[src/rtl/core/vhvv_pkg.sv]
// Package for the visual hull view vote block: codes, constants and the
// status structs passed between the margin unit, rank unit and top level.
// No dependencies.
`default_nettype none

package vhvv_pkg;

    localparam int MAX_VIEWS_DEF = 16;

    // configuration register indexes
    localparam logic [2:0] CFG_MIN_VIS    = 3'd0;
    localparam logic [2:0] CFG_CARVE_EN   = 3'd1;
    localparam logic [2:0] CFG_TOL_RATIO  = 3'd2;
    localparam logic [2:0] CFG_MIN_VIOL   = 3'd3;
    localparam logic [2:0] CFG_ALLOW_MISS = 3'd4;

    // result verdict codes
    localparam logic [1:0] VERDICT_MARGIN = 2'd0;
    localparam logic [1:0] VERDICT_FEW    = 2'd1;
    localparam logic [1:0] VERDICT_CARVED = 2'd2;

    localparam logic [31:0] FIELD_OUTSIDE = 32'h0001_0000;
    localparam logic [31:0] INT_MAX_Q     = 32'h7FFF_FFFF;
    localparam logic [31:0] INT_MIN_Q     = 32'h8000_0000;
    localparam logic [4:0]  VIOL_MAX      = 5'd31;

    typedef struct packed {
        logic        done;
        logic        viol;
        logic [31:0] margin;
    } vhvv_mrg_res_t;

    typedef struct packed {
        logic        done;
        logic [31:0] value;
    } vhvv_rank_res_t;

endpackage

`default_nettype wire

[src/rtl/core/vhvv_ram.sv]
// Generic single-write, single-read RAM with registered read data.
// No dependencies.
`default_nettype none

module vhvv_ram #(
    parameter int WIDTH = 32,
    parameter int DEPTH = 16
) (
    input  wire logic                                  clk,
    input  wire logic                                  wr_en,
    input  wire logic [((DEPTH > 1) ? $clog2(DEPTH) : 1)-1:0] wr_addr,
    input  wire logic [WIDTH-1:0]                      wr_data,
    input  wire logic [((DEPTH > 1) ? $clog2(DEPTH) : 1)-1:0] rd_addr,
    output logic      [WIDTH-1:0]                      rd_data
);

    logic [WIDTH-1:0] mem [DEPTH];

    always_ff @(posedge clk)
    begin
        if (wr_en)
        begin
            mem[wr_addr] <= wr_data;
        end
        rd_data <= mem[rd_addr];
    end

endmodule

`default_nettype wire

[src/rtl/core/vhvv_margin.sv]
// Bit-serial margin unit: shift-add multipliers for distance*depth and
// measured*ratio, violation test, then restoring divider by 2*focal.
// Depends on vhvv_pkg.
`default_nettype none

module vhvv_margin (
    input  wire logic        clk,
    input  wire logic        rst_n,
    input  wire logic        start,
    input  wire logic        chk,
    input  wire logic [15:0] sd,
    input  wire logic [31:0] depth,
    input  wire logic [23:0] focal,
    input  wire logic [31:0] meas,
    input  wire logic [15:0] ratio,
    output vhvv_pkg::vhvv_mrg_res_t res
);

    localparam int          DVD_W     = 53;
    localparam logic [3:0]  MUL_LAST  = 4'd15;
    localparam logic [5:0]  DIV_LAST  = 6'(DVD_W - 1);

    typedef enum logic [4:0] {
        M_IDLE = 5'b00001,
        M_MUL  = 5'b00010,
        M_PREP = 5'b00100,
        M_DIV  = 5'b01000,
        M_FIN  = 5'b10000
    } m_state_t;

    m_state_t state_reg, state_next;

    logic [15:0]      mag_reg, rat_reg;
    logic [31:0]      depth_reg, meas_reg;
    logic [23:0]      focal_reg;
    logic             neg_reg, chk_reg, viol_reg;
    logic [47:0]      p1_reg, p2_reg;
    logic [5:0]       cnt_reg;
    logic [DVD_W-1:0] dvd_reg;
    logic [24:0]      rem_reg;
    logic [31:0]      q_reg;
    logic             ovf_reg;

    logic [31:0] tol;
    logic [25:0] shifted, divisor;
    logic        ge;
    logic        sat;

    always_comb
    begin
        tol     = (p2_reg[47:16] == 32'd0) ? 32'd1 : p2_reg[47:16];
        shifted = {rem_reg, dvd_reg[DVD_W-1]};
        divisor = {1'b0, focal_reg, 1'b0};
        ge      = (shifted >= divisor);
        sat     = ovf_reg | q_reg[31];
    end

    always_comb
    begin
        state_next = state_reg;
        case (state_reg)
            M_IDLE: if (start) state_next = M_MUL;
            M_MUL:  if (cnt_reg[3:0] == MUL_LAST) state_next = M_PREP;
            M_PREP: state_next = M_DIV;
            M_DIV:  if (cnt_reg == DIV_LAST) state_next = M_FIN;
            M_FIN:  state_next = M_IDLE;
            default: state_next = M_IDLE;
        endcase
    end

    always_ff @(posedge clk or negedge rst_n)
    begin
        if (!rst_n)
        begin
            state_reg <= M_IDLE;
            cnt_reg   <= '0;
        end
        else
        begin
            state_reg <= state_next;
            case (state_reg)
                M_IDLE:  cnt_reg <= '0;
                M_MUL:   cnt_reg <= (cnt_reg[3:0] == MUL_LAST) ? 6'd0 : cnt_reg + 6'd1;
                M_DIV:   cnt_reg <= cnt_reg + 6'd1;
                default: cnt_reg <= '0;
            endcase
        end
    end

    // datapath, no reset needed
    always_ff @(posedge clk)
    begin
        case (state_reg)
            M_IDLE:
            begin
                if (start)
                begin
                    neg_reg   <= sd[15];
                    mag_reg   <= sd[15] ? (16'd0 - sd) : sd;
                    rat_reg   <= ratio;
                    depth_reg <= depth;
                    meas_reg  <= meas;
                    focal_reg <= focal;
                    chk_reg   <= chk;
                    p1_reg    <= '0;
                    p2_reg    <= '0;
                end
            end
            M_MUL:
            begin
                // MSB first shift-add
                p1_reg  <= {p1_reg[46:0], 1'b0} + (mag_reg[15] ? {16'd0, depth_reg} : 48'd0);
                p2_reg  <= {p2_reg[46:0], 1'b0} + (rat_reg[15] ? {16'd0, meas_reg} : 48'd0);
                mag_reg <= {mag_reg[14:0], 1'b0};
                rat_reg <= {rat_reg[14:0], 1'b0};
            end
            M_PREP:
            begin
                viol_reg <= chk_reg &&
                            (({1'b0, depth_reg} + {1'b0, tol}) < {1'b0, meas_reg});
                // dividend 2*(n) + focal, n = product << 4
                dvd_reg  <= {1'b0, p1_reg[46:0], 5'd0} + {29'd0, focal_reg};
                rem_reg  <= '0;
                q_reg    <= '0;
                ovf_reg  <= 1'b0;
            end
            M_DIV:
            begin
                rem_reg <= ge ? 25'(shifted - divisor) : shifted[24:0];
                q_reg   <= {q_reg[30:0], ge};
                ovf_reg <= ovf_reg | q_reg[31];
                dvd_reg <= {dvd_reg[DVD_W-2:0], 1'b0};
            end
            default:
            begin
            end
        endcase
    end

    always_comb
    begin
        res.done = (state_reg == M_FIN);
        res.viol = viol_reg;
        if (neg_reg)
        begin
            res.margin = sat ? vhvv_pkg::INT_MIN_Q : (32'd0 - q_reg);
        end
        else
        begin
            res.margin = sat ? vhvv_pkg::INT_MAX_Q : q_reg;
        end
    end

endmodule

`default_nettype wire

[src/rtl/core/vhvv_rank.sv]
// Rank selector: finds the k-th smallest stored margin by counting, for each
// candidate, the entries below and at or below it, one RAM read per cycle.
// Depends on vhvv_pkg.
`default_nettype none

module vhvv_rank #(
    parameter int MAX_VIEWS = vhvv_pkg::MAX_VIEWS_DEF
) (
    input  wire logic                                         clk,
    input  wire logic                                         rst_n,
    input  wire logic                                         start,
    input  wire logic [$clog2(MAX_VIEWS + 1)-1:0]             count,
    input  wire logic [$clog2(MAX_VIEWS + 1)-1:0]             k,
    output logic      [((MAX_VIEWS > 1) ? $clog2(MAX_VIEWS) : 1)-1:0] rd_addr,
    input  wire logic [31:0]                                  rd_data,
    output vhvv_pkg::vhvv_rank_res_t                          res
);

    localparam int CW = $clog2(MAX_VIEWS + 1);
    localparam int AW = (MAX_VIEWS > 1) ? $clog2(MAX_VIEWS) : 1;

    typedef enum logic [4:0] {
        R_IDLE = 5'b00001,
        R_CAND = 5'b00010,
        R_LOAD = 5'b00100,
        R_SCAN = 5'b01000,
        R_DONE = 5'b10000
    } r_state_t;

    r_state_t state_reg;

    logic [CW-1:0] count_reg, k_reg, ja_reg, lt_reg, le_reg;
    logic [AW-1:0] i_reg;
    logic [31:0]   cand_reg;

    logic [CW-1:0] lt_new, le_new;
    logic          scan_last, found;

    always_comb
    begin
        lt_new    = lt_reg + CW'($signed(rd_data) <  $signed(cand_reg));
        le_new    = le_reg + CW'($signed(rd_data) <= $signed(cand_reg));
        scan_last = (ja_reg == count_reg);
        found     = (lt_new <= k_reg) && (k_reg < le_new);
    end

    always_comb
    begin
        case (state_reg)
            R_CAND:  rd_addr = i_reg;
            R_LOAD:  rd_addr = '0;
            R_SCAN:  rd_addr = ja_reg[AW-1:0];
            default: rd_addr = i_reg;
        endcase
    end

    always_ff @(posedge clk or negedge rst_n)
    begin
        if (!rst_n)
        begin
            state_reg <= R_IDLE;
            i_reg     <= '0;
            ja_reg    <= '0;
            lt_reg    <= '0;
            le_reg    <= '0;
            count_reg <= '0;
            k_reg     <= '0;
        end
        else
        begin
            case (state_reg)
                R_IDLE:
                begin
                    if (start)
                    begin
                        count_reg <= count;
                        k_reg     <= k;
                        i_reg     <= '0;
                        state_reg <= R_CAND;
                    end
                end
                R_CAND: state_reg <= R_LOAD;
                R_LOAD:
                begin
                    ja_reg    <= CW'(1);
                    lt_reg    <= '0;
                    le_reg    <= '0;
                    state_reg <= R_SCAN;
                end
                R_SCAN:
                begin
                    if (scan_last)
                    begin
                        if (found)
                        begin
                            state_reg <= R_DONE;
                        end
                        else
                        begin
                            i_reg     <= i_reg + AW'(1);
                            state_reg <= R_CAND;
                        end
                    end
                    else
                    begin
                        ja_reg <= ja_reg + CW'(1);
                        lt_reg <= lt_new;
                        le_reg <= le_new;
                    end
                end
                R_DONE: state_reg <= R_IDLE;
                default: state_reg <= R_IDLE;
            endcase
        end
    end

    always_ff @(posedge clk)
    begin
        if (state_reg == R_LOAD)
        begin
            cand_reg <= rd_data;
        end
    end

    always_comb
    begin
        res.done  = (state_reg == R_DONE);
        res.value = cand_reg;
    end

endmodule

`default_nettype wire

[src/rtl/core/visual_hull_view_vote.sv]
// Top level of the visual hull view vote block: config registers, point
// control, margin store; uses vhvv_margin, vhvv_rank, vhvv_ram, vhvv_pkg.
`default_nettype none

// One input beat per camera view of a world point; last_view closes the point
// and yields exactly one result beat. Items are taken one at a time. A valid
// view (view_ok set, focal_len nonzero, store not full) occupies the block
// after its accept for bit-serial shift-add multiply (distance*depth and
// measured*ratio side by side), then the free-space test and dividend setup,
// one-bit-per-cycle restoring division by 2*focal, and the write of the margin
// into the store. An ignored view does not start the margin unit. On the last
// view the block makes its decision; if a margin must be picked, the rank unit
// walks the store through its single RAM read port, candidate by candidate.
// The result is then loaded into the output register, which holds it until
// taken; a following point may start while it waits. field_value is Q16.16,
// +1.0 (65536) whenever verdict is nonzero. Config writes are always
// accepted (cfg_ready is tied high) and must only be made while idle.
module visual_hull_view_vote #(
    parameter int MAX_VIEWS = vhvv_pkg::MAX_VIEWS_DEF
) (
    input  wire logic        clk,
    input  wire logic        rst_n,

    input  wire logic        cfg_valid,
    output logic             cfg_ready,
    input  wire logic [2:0]  cfg_index,
    input  wire logic [15:0] cfg_data,

    input  wire logic        in_valid,
    output logic             in_ready,
    input  wire logic        view_ok,
    input  wire logic signed [15:0] signed_distance,
    input  wire logic [31:0] pt_depth,
    input  wire logic [23:0] focal_len,
    input  wire logic        depth_ok,
    input  wire logic [31:0] map_depth,
    input  wire logic        last_view,

    output logic             out_valid,
    input  wire logic        out_ready,
    output logic signed [31:0] field_value,
    output logic [1:0]       verdict
);

    localparam int CW   = $clog2(MAX_VIEWS + 1);
    localparam int AW   = (MAX_VIEWS > 1) ? $clog2(MAX_VIEWS) : 1;
    localparam int CMPW = (CW > 5) ? CW : 5;

    typedef enum logic [4:0] {
        S_IDLE   = 5'b00001,
        S_MARGIN = 5'b00010,
        S_DECIDE = 5'b00100,
        S_RANK   = 5'b01000,
        S_EMIT   = 5'b10000
    } state_t;

    state_t state_reg;

    // configuration
    logic [4:0]  min_vis_reg;
    logic        carve_en_reg;
    logic [15:0] tol_ratio_reg;
    logic [4:0]  min_viol_reg;
    logic [3:0]  allow_miss_reg;

    // per-point state
    logic [CW-1:0] count_reg;
    logic [4:0]    viol_reg;
    logic          last_reg;

    // pending result and output register
    logic [31:0] res_field_reg;
    logic [1:0]  res_verdict_reg;
    logic        out_valid_reg;
    logic [31:0] out_field_reg;
    logic [1:0]  out_verdict_reg;

    vhvv_pkg::vhvv_mrg_res_t  mrg;
    vhvv_pkg::vhvv_rank_res_t rnk;

    logic          in_accept, view_used, mrg_start, rank_start;
    logic          too_few, carved, emit_go;
    logic [CW-1:0] k_sel;
    logic [CW-1:0] cnt_m1;
    logic [AW-1:0] rd_addr;
    logic [31:0]   rd_data;
    logic [31:0]   neg_pick;

    assign cfg_ready = 1'b1;
    assign in_ready  = (state_reg == S_IDLE);
    assign in_accept = in_valid && in_ready;

    assign view_used = view_ok && (focal_len != 24'd0) && (count_reg < CW'(MAX_VIEWS));
    assign mrg_start = in_accept && view_used;

    always_comb
    begin
        too_few    = (count_reg == '0) || (CMPW'(count_reg) < CMPW'(min_vis_reg));
        carved     = carve_en_reg && (viol_reg >= min_viol_reg);
        cnt_m1     = count_reg - CW'(1);
        // k = min(allowed misses, count - 1)
        if (CMPW'(allow_miss_reg) > CMPW'(cnt_m1))
        begin
            k_sel = cnt_m1;
        end
        else
        begin
            k_sel = CW'(allow_miss_reg);
        end
        rank_start = (state_reg == S_DECIDE) && !too_few && !carved;
        emit_go    = (state_reg == S_EMIT) && (!out_valid_reg || out_ready);
        // negation saturates at the most negative code
        neg_pick   = (rnk.value == vhvv_pkg::INT_MIN_Q) ? vhvv_pkg::INT_MAX_Q
                                                         : (32'd0 - rnk.value);
    end

    vhvv_margin u_margin (
        .clk   (clk),
        .rst_n (rst_n),
        .start (mrg_start),
        .chk   (carve_en_reg && depth_ok && (map_depth != 32'd0)),
        .sd    (signed_distance),
        .depth (pt_depth),
        .focal (focal_len),
        .meas  (map_depth),
        .ratio (tol_ratio_reg),
        .res   (mrg)
    );

    vhvv_ram #(
        .WIDTH (32),
        .DEPTH (MAX_VIEWS)
    ) u_store (
        .clk     (clk),
        .wr_en   (mrg.done),
        .wr_addr (count_reg[AW-1:0]),
        .wr_data (mrg.margin),
        .rd_addr (rd_addr),
        .rd_data (rd_data)
    );

    vhvv_rank #(
        .MAX_VIEWS (MAX_VIEWS)
    ) u_rank (
        .clk     (clk),
        .rst_n   (rst_n),
        .start   (rank_start),
        .count   (count_reg),
        .k       (k_sel),
        .rd_addr (rd_addr),
        .rd_data (rd_data),
        .res     (rnk)
    );

    // config writes; unknown indexes are dropped
    always_ff @(posedge clk or negedge rst_n)
    begin
        if (!rst_n)
        begin
            min_vis_reg    <= 5'd1;
            carve_en_reg   <= 1'b0;
            tol_ratio_reg  <= 16'd655;
            min_viol_reg   <= 5'd1;
            allow_miss_reg <= 4'd0;
        end
        else if (cfg_valid && cfg_ready)
        begin
            case (cfg_index)
                vhvv_pkg::CFG_MIN_VIS:    min_vis_reg    <= cfg_data[4:0];
                vhvv_pkg::CFG_CARVE_EN:   carve_en_reg   <= cfg_data[0];
                vhvv_pkg::CFG_TOL_RATIO:  tol_ratio_reg  <= cfg_data;
                vhvv_pkg::CFG_MIN_VIOL:   min_viol_reg   <= cfg_data[4:0];
                vhvv_pkg::CFG_ALLOW_MISS: allow_miss_reg <= cfg_data[3:0];
                default:
                begin
                end
            endcase
        end
    end

    // point sequencer
    always_ff @(posedge clk or negedge rst_n)
    begin
        if (!rst_n)
        begin
            state_reg     <= S_IDLE;
            count_reg     <= '0;
            viol_reg      <= '0;
            last_reg      <= 1'b0;
            out_valid_reg <= 1'b0;
        end
        else
        begin
            // a new result may replace one taken in the same cycle
            if (emit_go)
            begin
                out_valid_reg <= 1'b1;
            end
            else if (out_valid_reg && out_ready)
            begin
                out_valid_reg <= 1'b0;
            end

            case (state_reg)
                S_IDLE:
                begin
                    if (in_accept)
                    begin
                        last_reg <= last_view;
                        if (view_used)
                        begin
                            state_reg <= S_MARGIN;
                        end
                        else if (last_view)
                        begin
                            state_reg <= S_DECIDE;
                        end
                    end
                end
                S_MARGIN:
                begin
                    if (mrg.done)
                    begin
                        count_reg <= count_reg + CW'(1);
                        if (mrg.viol && (viol_reg < vhvv_pkg::VIOL_MAX))
                        begin
                            viol_reg <= viol_reg + 5'd1;
                        end
                        state_reg <= last_reg ? S_DECIDE : S_IDLE;
                    end
                end
                S_DECIDE:
                begin
                    state_reg <= (too_few || carved) ? S_EMIT : S_RANK;
                end
                S_RANK:
                begin
                    if (rnk.done)
                    begin
                        state_reg <= S_EMIT;
                    end
                end
                S_EMIT:
                begin
                    if (emit_go)
                    begin
                        count_reg     <= '0;
                        viol_reg      <= '0;
                        state_reg     <= S_IDLE;
                    end
                end
                default: state_reg <= S_IDLE;
            endcase
        end
    end

    // result payload
    always_ff @(posedge clk)
    begin
        if (state_reg == S_DECIDE)
        begin
            res_field_reg   <= vhvv_pkg::FIELD_OUTSIDE;
            res_verdict_reg <= too_few ? vhvv_pkg::VERDICT_FEW : vhvv_pkg::VERDICT_CARVED;
        end
        else if ((state_reg == S_RANK) && rnk.done)
        begin
            res_field_reg   <= neg_pick;
            res_verdict_reg <= vhvv_pkg::VERDICT_MARGIN;
        end

        if (emit_go)
        begin
            out_field_reg   <= res_field_reg;
            out_verdict_reg <= res_verdict_reg;
        end
    end

    assign out_valid   = out_valid_reg;
    assign field_value = out_field_reg;
    assign verdict     = out_verdict_reg;

endmodule

`default_nettype wire

[config.mk]
export PLATFORM = sky130hd
export DESIGN_NAME = visual_hull_view_vote
export DESIGN_NICKNAME = d
export VERILOG_FILES = /design/src/rtl/core/vhvv_pkg.sv /design/src/rtl/core/vhvv_ram.sv /design/src/rtl/core/vhvv_margin.sv /design/src/rtl/core/vhvv_rank.sv /design/src/rtl/core/visual_hull_view_vote.sv
export SDC_FILE = /design/constraint.sdc
export NUM_CORES = 2
export LEC_CHECK = 0
export BUFFER_PORTS_ARGS = -buffer_cell sky130_fd_sc_hd__buf_2
export CAP_MARGIN = 20
export CORE_ASPECT_RATIO = 1.75
export CORE_MARGIN = 2
export CORE_UTILIZATION = 46
export CTS_CLUSTER_DIAMETER = 150
export DETAILED_ROUTE_END_ITERATION = 10
export MAX_ROUTING_LAYER = met4
export PLACE_DENSITY_LB_ADDON = 0.05
export SETUP_SLACK_MARGIN = 0.4
export SLEW_MARGIN = 20
export SYNTH_ARGS = -nofsm -noshare
export SYNTH_HDL_FRONTEND = slang
export SYNTH_SLANG_ARGS = --single-unit
[constraint.sdc]
create_clock -name clk -period 11.99 [get_ports clk]
set_input_delay 2.398 -clock clk [delete_from_list [all_inputs] [get_ports clk]]
set_output_delay 2.398 -clock clk [all_outputs]
set_load 0.02 [all_outputs]
==> flow_summary_export.csv <==
group,metric,value,unit
run_status,status,"finished clean",
global_route,grt_pass1_wl,222900,um
layout,largest_reg_flops,512,
worst_setup_path,start_kind,"flip-flop",
die,initial_utilization,46.41,%
worst_hold_path,hold_class,"reg2reg",
worst_setup_path,arrival,6.80,ns
layout,nets,5196,
power_and_ir_drop,ir_worst_vdd,0.1213,mV
die,core,0.1130,mm2
clock_tree,post_cts.repair.setup_buffers,0,
power_and_ir_drop,p_leak,0.02235,uW
timing,slew_violations,0,
detailed_routing,vias_per_cell,5.704,
timing,min_period,6.266,ns
global_route,grt_pass1_vias,36900,
flow_run,maxCapViolCount,0,
synth,synth_area,0.05243,mm2
worst_setup_path,critical_path_class,"reg2reg",
synth,syn_nets,5100,
synth,synth_top_cell_area_share,52.06,%
synth,async_flop_share,8.724,%
clock_tree,clock_path_buffers,3,
synth,synth_edf_count,909,
global_route,grt_max_degree,124,
synth,ys_seq_area_share,58.97,%
synth,synthTopCellsByCount,"909 x edfxtp_1, 822 x nand2_1, 270 x nor2_1, 239 x ha_1, 234 x a21oi_1",
timing,fin_tns_setup,0,ns
worst_setup_path,required,12.52,ns
global_route,grtUsageTotal,26.20,%
clock_tree,worstSkewPairLatency,0.72,ns
layout,layout-drive-gt1-share,10.20,%
clock_tree,cts_tree,"yes",
detailed_routing,firstDrtPassIters,6,
timing,worst_clock_skew,0.01805,ns
detailed_routing,routed_wl,149600,um
global_route,antenna_found_initial,12,
synth,synth_top_flop_cell,"edfxtp_1",
place,port_buffers,166,
timing,hold_viol,0,
synth,netlist.top_cell.by_area,"edfxtp_1",
die,fp.dieH,450.6,um
synth,synthDistinctLibCells,81,
clock_tree,cts_resized,0,
synth,synthCells,4725,
synth,yosys-top-cells-area,"edfxtp_1 52%, nand2_1 5.9%, ha_1 5.7%, dfrtp_1 3.9%, dfxtp_1 2.4%",
timing,maxSlewHeadroom,27.27,%
worst_setup_path,end_kind,"flip-flop",
clock_tree,cts_buffers,102,
detailed_routing,wire_per_inst,23.35,um
global_route,grt_overflow,0,
detailed_routing,ant_nets,0,
clock_tree,ctsRootBufferMaster,"clkbuf_16",
detailed_routing,drt_iter0_drc,2453,
timing,finalSetupViolCount,0,
power_and_ir_drop,power.density,140.5,mW/mm2
timing,min_period_over_period,52.26,%
clock_tree,numClockSinks,1066,
synth,yosysMostFrequentCell,"edfxtp_1",
die,dieArea,0.1168,mm2
layout,syn_to_final_growth,11.44,%
clock_tree,cts_hold_repair.buffers,0,
timing,fmax,159.6,MHz
place,hpwl,99700,um
worst_setup_path,worst-path-max-fanout,6,
synth,yosys_warnings,0,
die,fp.dieW,259.2,um
synth,syn_area_per_cell,11.10,um2
detailed_routing,drc,0,
timing,grt_setup_unrepaired,"false",
place,gp_congestion,0.9066,
clock_tree,cts_htree_levels,3,
timing,worst_pin_slew,1.091,ns
die,io_pins,168,
clock_tree,clk_pin_slew,0.07,ns
detailed_routing,dr_total_vias,36544,
power_and_ir_drop,finalPower,8210,uW
die,row_count,163,
synth,synth_seq_cells,1066,
==> per-stage QoR <==
stage / instance area [um2] / hold slack [ns] / std cells / worst slack [ns] / utilization (%)
floorplan: 52430 / 0.4003 / 4725 / 5.465 / -
global placement: 54900 / 0.4119 / 6202 / 5.734 / 48.59
detailed placement: 54910 / 0.4141 / 6202 / 5.666 / 48.60
CTS: 58350 / 0.4339 / 6396 / 5.766 / 51.65
global route: 58430 / 0.4499 / 6406 / 5.443 / 51.72
finish: 58430 / 0.4328 / 6407 / 5.724 / 51.72
==> final cells by class <==
cell class	instances	area (um2)
diodes	11	27.53
repair buffers	231	1371
inverters	171	644.4
clock inverters	58	614.3
fillers	10251	54550
multi-input cells	3249	20170
clock buffers	136	2831
well taps	1485	1858
flip-flops and latches	1066	30920
==> cell families after synthesis <==
family | count (synthesis) | synth area share [%]
buffers and inverters | 410 | 2.957
and+or+nand+nor | 1805 | 15.90
xor gates and xnor gates | 236 | 3.942
adders and majority gates | 244 | 5.894
muxes | 56 | 1.143
AOI/OAI and AO/OA | 907 | 11.19
DFF | 1066 | 58.97
other | 1 | 0.007152
==> per-layer routing <==
metal	GRT usage (%)	wire, um
met1	27.57	55540
met2	48.69	81860
met3	2.761	5504
met4	12.02	6698
met5	-	0
==> where the power goes <==
| group | switching (uW) | internal (uW) |
|---|---|---|
| Clock | 1460 | 1880 |
| Combinational | 388 | 288 |
| Sequential | 54.2 | 4130 |
| Total | 1910 | 6300 |
==> path summary, 6_finish.rpt <==
check	startpoint	endpoint	slack, ns	depth (start not counted)
worst min register to register	res_field_reg[15]	field_value[15]	0.43	0
max in group asynchronous	rst_n	min_viol_reg[2]	9.18	2
worst max register to register	u_margin.p2_reg[41]	u_margin.viol_reg	5.72	21
worst min-delay path	res_field_reg[15]	field_value[15]	0.43	0
min in group asynchronous	rst_n	tol_ratio_reg[14]	1.70	1
worst max-delay path	u_margin.p2_reg[41]	u_margin.viol_reg	5.72	21
==> cell usage in the layout, fill, tap and decap left out, types with 30 or more instances in the layout <==
cell type  synthesis  final
a31oi_1           64     64
and3_1            96     92
a21o_1            88     88
a21oi_1          234    234
inv_1            171    170
nand4_1           54     54
nor2b_1           34     34
clkbuf_16          0    103
buf_4              1     62
nand2_1          822    820
edfxtp_1         909    909
o21a_1            33     33
ha_1             239    239
and2_1           118    106
dfxtp_1           64     64
nand3_1          205    205
xnor2_1          117    117
dfrtp_1           82     82
or3_1             34     34
o21ai_0          208    208
a311oi_1          97     97
mux2_2            31     31
nor3_1            47     47
nand2b_1          30     30
buf_2              6    165
xor2_1           119    113
nor2_1           270    267
nor4_1            38     36
==> critical path, stage by stage, from the launching register on <==
cell	delay, ns
edfxtp_1	0.47
nor4_1	0.59
nand4_1	0.27
o21bai_1	0.31
ha_1	0.25
inv_1	0.06
fa_1	0.40
nor2b_1	0.18
o2111ai_1	0.20
a2111oi_0	0.45
nor2_1	0.17
o21ai_0	0.61
o211ai_1	0.31
a21oi_1	0.22
xor2_1	0.17
ha_1	0.26
a21o_1	0.16
a21o_1	0.16
a21oi_1	0.24
o2111ai_1	0.15
o22a_1	0.23
a31oi_1	0.21
Note: power is estimated with default switching activity, not from simulation.
